### src/rtl/sfcc_pkg.sv
`default_nettype none

package sfcc_pkg;

   localparam int unsigned ByteWidth = 8;
   localparam int unsigned WordWidth = 16;
   localparam int unsigned PosWidth  = 3;
   localparam int unsigned AddrWidth = 4;
   localparam int unsigned DataWidth = 32;

   localparam logic [WordWidth-1:0] CRC_INIT = 16'hFFFF;
   localparam logic [WordWidth-1:0] CRC_POLY = 16'hA001;

   // byte positions within the frame
   localparam logic [PosWidth-1:0] POS_FIRST    = 3'd0;
   localparam logic [PosWidth-1:0] POS_HUMID_HI = 3'd2;
   localparam logic [PosWidth-1:0] POS_HUMID_LO = 3'd3;
   localparam logic [PosWidth-1:0] POS_TEMP_HI  = 3'd4;
   localparam logic [PosWidth-1:0] POS_TEMP_LO  = 3'd5;
   localparam logic [PosWidth-1:0] POS_CRC_LO   = 3'd6;
   localparam logic [PosWidth-1:0] POS_CRC_HI   = 3'd7;

   // register indexes
   localparam logic [1:0] REG_TEMP_UPPER  = 2'd0;
   localparam logic [1:0] REG_TEMP_LOWER  = 2'd1;
   localparam logic [1:0] REG_HUMID_UPPER = 2'd2;
   localparam logic [1:0] REG_HUMID_LOWER = 2'd3;

   localparam logic [WordWidth-1:0] TEMP_UPPER_RESET  = 16'd400;
   localparam logic [WordWidth-1:0] TEMP_LOWER_RESET  = 16'd0;
   localparam logic [WordWidth-1:0] HUMID_UPPER_RESET = 16'd800;
   localparam logic [WordWidth-1:0] HUMID_LOWER_RESET = 16'd200;

   typedef struct packed {
      logic [ByteWidth-1:0] frame_byte;
      logic                 frame_start;
   } req_type;

   typedef struct packed {
      logic [WordWidth-1:0] temperature_raw;
      logic [WordWidth-1:0] humidity_raw;
      logic                 crc_ok;
      logic                 ambient_normal;
   } rsp_type;

   typedef struct packed {
      logic [WordWidth-1:0] temp_upper;
      logic [WordWidth-1:0] temp_lower;
      logic [WordWidth-1:0] humid_upper;
      logic [WordWidth-1:0] humid_lower;
   } limits_type;

   // one byte of crc-16/modbus, lsb first
   function automatic logic [WordWidth-1:0] crc_feed(
      input logic [WordWidth-1:0] crc_value,
      input logic [ByteWidth-1:0] data_byte
   );
      logic [WordWidth-1:0] c;
      c = crc_value ^ {{(WordWidth-ByteWidth){1'b0}}, data_byte};
      for (int k = 0; k < ByteWidth; k++) begin
         if (c[0]) begin
            c = (c >> 1) ^ CRC_POLY;
         end else begin
            c = c >> 1;
         end
      end
      return c;
   endfunction

endpackage

`default_nettype wire

### src/rtl/sfcc_frame.sv
`default_nettype none

module sfcc_frame (
   input  wire logic                 clock,
   input  wire logic                 reset,
   input  wire logic                 in_valid,
   output      logic                 in_ready,
   input  wire sfcc_pkg::req_type    in_data,
   input  wire sfcc_pkg::limits_type limits,
   output      logic                 out_valid,
   input  wire logic                 out_ready,
   output      sfcc_pkg::rsp_type    out_data
);

   logic [sfcc_pkg::PosWidth-1:0]  pos_ff,       pos_in;
   logic [sfcc_pkg::WordWidth-1:0] crc_ff,       crc_in;
   logic [sfcc_pkg::WordWidth-1:0] humid_ff,     humid_in;
   logic [sfcc_pkg::WordWidth-1:0] temp_ff,      temp_in;
   logic [sfcc_pkg::ByteWidth-1:0] crc_lo_ff,    crc_lo_in;
   logic                           out_valid_ff, out_valid_in;
   sfcc_pkg::rsp_type              out_data_ff,  out_data_in;

   logic [sfcc_pkg::PosWidth-1:0]  pos;
   logic [sfcc_pkg::WordWidth-1:0] crc_base;
   logic [sfcc_pkg::WordWidth-1:0] crc_next;
   logic                           out_free;
   logic                           last_byte;
   logic                           fire;
   logic                           temp_ok;
   logic                           humid_ok;

   assign pos       = in_data.frame_start ? sfcc_pkg::POS_FIRST : pos_ff;
   assign crc_base  = (pos == sfcc_pkg::POS_FIRST) ? sfcc_pkg::CRC_INIT : crc_ff;
   assign crc_next  = (pos < sfcc_pkg::POS_CRC_LO) ?
                      sfcc_pkg::crc_feed(crc_base, in_data.frame_byte) : crc_base;
   assign out_free  = !out_valid_ff || out_ready;
   assign last_byte = (pos == sfcc_pkg::POS_CRC_HI);
   assign in_ready  = out_free || !last_byte;
   assign fire      = in_valid && in_ready;

   assign temp_ok  = (temp_ff > limits.temp_lower) && (temp_ff < limits.temp_upper);
   assign humid_ok = (humid_ff > limits.humid_lower) && (humid_ff < limits.humid_upper);

   always_comb begin
      pos_in       = pos_ff;
      crc_in       = crc_ff;
      humid_in     = humid_ff;
      temp_in      = temp_ff;
      crc_lo_in    = crc_lo_ff;
      out_valid_in = out_valid_ff && !out_ready;
      out_data_in  = out_data_ff;
      if (fire) begin
         pos_in = pos + 1'b1;
         crc_in = crc_next;
         case (pos)
            sfcc_pkg::POS_HUMID_HI: humid_in[15:8] = in_data.frame_byte;
            sfcc_pkg::POS_HUMID_LO: humid_in[7:0]  = in_data.frame_byte;
            sfcc_pkg::POS_TEMP_HI:  temp_in[15:8]  = in_data.frame_byte;
            sfcc_pkg::POS_TEMP_LO:  temp_in[7:0]   = in_data.frame_byte;
            sfcc_pkg::POS_CRC_LO:   crc_lo_in      = in_data.frame_byte;
            sfcc_pkg::POS_CRC_HI: begin
               out_valid_in                = 1'b1;
               out_data_in.temperature_raw = temp_ff;
               out_data_in.humidity_raw    = humid_ff;
               out_data_in.crc_ok          = ({in_data.frame_byte, crc_lo_ff} == crc_next);
               out_data_in.ambient_normal  = temp_ok && humid_ok;
               crc_in                      = sfcc_pkg::CRC_INIT;
            end
            default: ;
         endcase
      end
   end

   assign out_valid = out_valid_ff;
   assign out_data  = out_data_ff;

   always_ff @(posedge clock) begin
      if (reset) begin
         pos_ff       <= sfcc_pkg::POS_FIRST;
         crc_ff       <= sfcc_pkg::CRC_INIT;
         humid_ff     <= '0;
         temp_ff      <= '0;
         crc_lo_ff    <= '0;
         out_valid_ff <= 1'b0;
      end else begin
         pos_ff       <= pos_in;
         crc_ff       <= crc_in;
         humid_ff     <= humid_in;
         temp_ff      <= temp_in;
         crc_lo_ff    <= crc_lo_in;
         out_valid_ff <= out_valid_in;
      end
      out_data_ff <= out_data_in;
   end

endmodule

`default_nettype wire
### config.mk
export PLATFORM = sky130hd
export DESIGN_NAME = sfcc_frame
export DESIGN_NICKNAME = d
export VERILOG_FILES = /design/src/rtl/sfcc_pkg.sv /design/src/rtl/sfcc_frame.sv
export SDC_FILE = /design/constraint.sdc
export NUM_CORES = 1
export LEC_CHECK = 0
export ABC_AREA = 1
export BUFFER_PORTS_ARGS = -buffer_cell sky130_fd_sc_hd__buf_2
export CORE_UTILIZATION = 30
export CTS_CLUSTER_SIZE = 40
export DETAILED_ROUTE_END_ITERATION = 8
export REMOVE_ABC_BUFFERS = 1
export SLEW_MARGIN = 20
export SYNTH_ARGS = -nofsm -noshare
export SYNTH_HDL_FRONTEND = slang
export SYNTH_SLANG_ARGS = --single-unit
### constraint.sdc
create_clock -name clock -period 2.2 [get_ports clock]
set_input_delay 0.11 -clock clock [delete_from_list [all_inputs] [get_ports clock]]
set_output_delay 0.11 -clock clock [all_outputs]
set_load 0.02 [all_outputs]
==> results.json <==
{
  "fp.coreArea_um2": 18800,
  "numClockSinks": 94,
  "violations": "setup timing",
  "layout.nets": 1069,
  "synth_area_leader_cell": "dfxtp_1",
  "rrSetupSlack_ps": -190,
  "regArea_um2": 2220,
  "power_density_nw_per_um2": 551,
  "grt_max_degree": 37,
  "port_buffers": 112,
  "cts.clk_slew.worst_paths_ps": 70,
  "track_usage_pct": 17.6,
  "h-tree-depth": 3,
  "ios": 113,
  "final_layout_size_suffix_gt1_share_pct": 31.2,
  "multi_input_area_um2": 3320,
  "drt-total-wl_um": 17000,
  "finalWeightedCongestion": 0.902,
  "fin_crit_sh_pct": 109,
  "antenna_found_initial": 0,
  "dpl.hpwl_um": 12700,
  "yosysWarnings": 0,
  "netlist_area_um2": 5760,
  "cp-end-kind": "flop",
  "finalSetupTns_ps": -371,
  "critPathSlowestCell": "dfxtp_2",
  "setup-violations-final": 2,
  "r2r-end": "out_data[1]",
  "synthTopCellsByArea": "dfxtp_1 21%, edfxtp_1 18%, ha_1 15%",
  "slew_violations": 0,
  "grt_pass1_vias": 5329,
  "synthFlopType": "dfxtp_1",
  "drt_first_iter_violations": 287,
  "status": "finished with violations",
  "die_h_um": 141,
  "clock_skew_ps": 15.5,
  "hold_violations": 0,
  "path_delay_family": "simple AND/OR/NAND/NOR gates",
  "max_freq_mhz": 418,
  "overflow": 0,
  "dieArea_um2": 19700,
  "netlist_instances": 755,
  "async_reset_ff_share_pct": 0,
  "layout_setup_ws_ps": -191,
  "cts_buffer_depth": 2,
  "area_delta_synth_final_pct": 34.9,
  "required_ps": 2300,
  "root_buffer": "clkbuf_16",
  "cpPeakStageDelay_ps": 320,
  "whs_endpoint": "humid_ff[2]",
  "ys_seq_area_share_pct": 38.6,
  "r2r_start": "pos_ff[0]",
  "synth_most_common_cell": "nand2_1",
  "rsz0062_at_grt": "true",
  "synth_commonest_cells": "179 x nand2_1, 116 x inv_1, 84 x a21oi_1",
  "syn_area_per_cell_um2": 7.62,
  "maxCapViolations": 0,
  "avgViaCountPerCell": 4.79,
  "path_cells": "inv_2, nor2_4, inv_2, ha_4, nand2_8, buf_12, nand3_4, nand2_4, nand2_2, nand2_1, nand2_1, nand2_2, inv_2, nand2_4, nand2_2, nand2_2, nand4_1, nand2_2, nand2_1, nand2_1, nor2_1",
  "cts_tree": "built",
  "stdcell_area_um2": 7770,
  "min_period_ps": 2390,
  "min_from": "reset",
  "slew-limit-headroom_pct": 72.9,
  "cp.arrival_ps": 2490,
  "grt_pass1_wl_um": 26900,
  "start_kind": "flop",
  "tightestPinTransition_ps": 406,
  "leakage_nw": 3.90,
  "diodes": 0,
  "synth-seq-cells": 94,
  "die_w_um": 141,
  "wl_per_cell_um": 14.6,
  "clock_latency_ps": 360,
  "cts_buffers": 9,
  "drt.antenna.violating_nets": 0,
  "drc": 0,
  "worst-path-buf-inv": 4,
  "synth_cell_types": 34,
  "hp-class": "in2reg",
  "rr_worst_depth": 21,
  "synthDominantCellAreaShare_pct": 20.9,
  "cpMostUsedCell": "nand2_2",
  "cp_max_fo": 8,
  "rows": 50,
  "dpl_cell_area_um2": 6960,
  "synth-edff-count": 34,
  "fill_cells": 1916,
  "start_util_pct": 30.7,
  "first_pass_iters": 4,
  "path_class": "reg2reg",
  "vdd_ir_drop_max_v": 0.000379,
  "via_count": 5568,
  "worstHoldPathCells": 2
}
[final cells by class]
cell class	instances	area share (%)
multi-input combinational	522	42.7
sequential	94	28.6
timing repair buffer	176	15.1
inverter	121	5.91
tap	234	3.77
clock buffer	14	3.67
clock inverter	2	0.177
[where the power goes]
part           internal, mW  switching [mW]
Clock                 0.899           0.670
Combinational         0.361           0.489
Sequential             1.83          0.0315
[sequential cells by signal (all words and copies together), names as in the netlist]
signal     flops
crc_ff        16
crc_lo_ff      8
humid_ff      16
out_valid      1
pos_ff         3
out_data      34
temp_ff       16
[how the worst max path moves through the flow]
| stage | endpoint | cells past startpoint | slack (ps) | startpoint |
|---|---|---|---|---|
| after global routing | out_data[1] | 21 | -320 | pos_ff[0] |
| after CTS | out_data[1] | 23 | -170 | pos_ff[1] |
| after floorplan | out_data[0] | 9 | -750 | pos_ff[1] |
| final | out_data[1] | 21 | -190 | pos_ff[0] |
| after global placement | out_data[1] | 21 | -260 | pos_ff[1] |
| after detailed placement | out_data[1] | 21 | -270 | pos_ff[0] |
[metrics by stage]
stage	hold slack, ps	total power, mW	util (%)	instances	setup slack, ps
after detailed placement	419	2.59	37.1	1132	-271
final	60.7	4.28	41.4	1163	-191
after global routing	78.7	4.48	41.4	1163	-324
after global placement	411	2.58	37.1	1132	-256
after CTS	53.9	4.25	40.0	1159	-165
after floorplan	179	2.27	-	736	-750
[logic make-up (layout without fill, tap and decap cells)]
group | count (synthesis) | after routing | share of synthesized area (%)
xor+xnor | 1 | 1 | 0.152
fa+ha+maj | 68 | 68 | 14.8
buf+inv | 140 | 313 | 9.56
flops | 94 | 94 | 38.6
compound gates | 157 | 157 | 14.6
simple gates | 295 | 296 | 22.3
[what timing repair did]
action                     in CTS  in global routing
setup endpoints to repair       4                 70
pin swaps                      26                 32
setup buffers                  10                  3
hold buffers                    0                  0
gates cloned                    2                  2
gates resized for setup        44                 65
[worst register-to-register path: cells and delay by family (launching register included)]
| family | cells | cell delay, ps |
|---|---|---|
| fa+ha+maj | 1 | 190 |
| buf+inv | 4 | 300 |
| flops | 1 | 320 |
| simple gates | 16 | 1340 |
[layer usage]
layer | global-route usage [%] | wire [um] | part of all wire, % | up-vias
li1 | - | - | - | 2855
met1 | 22.8 | 7990 | 47 | 2533
met2 | 28.7 | 7730 | 45 | 151
met3 | 2.77 | 759 | 4.5 | 29
met4 | 8.12 | 553 | 3.2 | 0
met5 | 0 | 0 | 0 | -
[cells in the final DEF (no fill, tap or decap), drive strengths merged, types with 8 or more instances in the layout]
master	count
nand2	190
buf	175
inv	118
a21oi	84
ha	68
nand3	63
dfxtp	60
o21ai	55
edfxtp	34
nor2	29
clkbuf	15
o211ai	8
(Power assumes the default switching activity.)
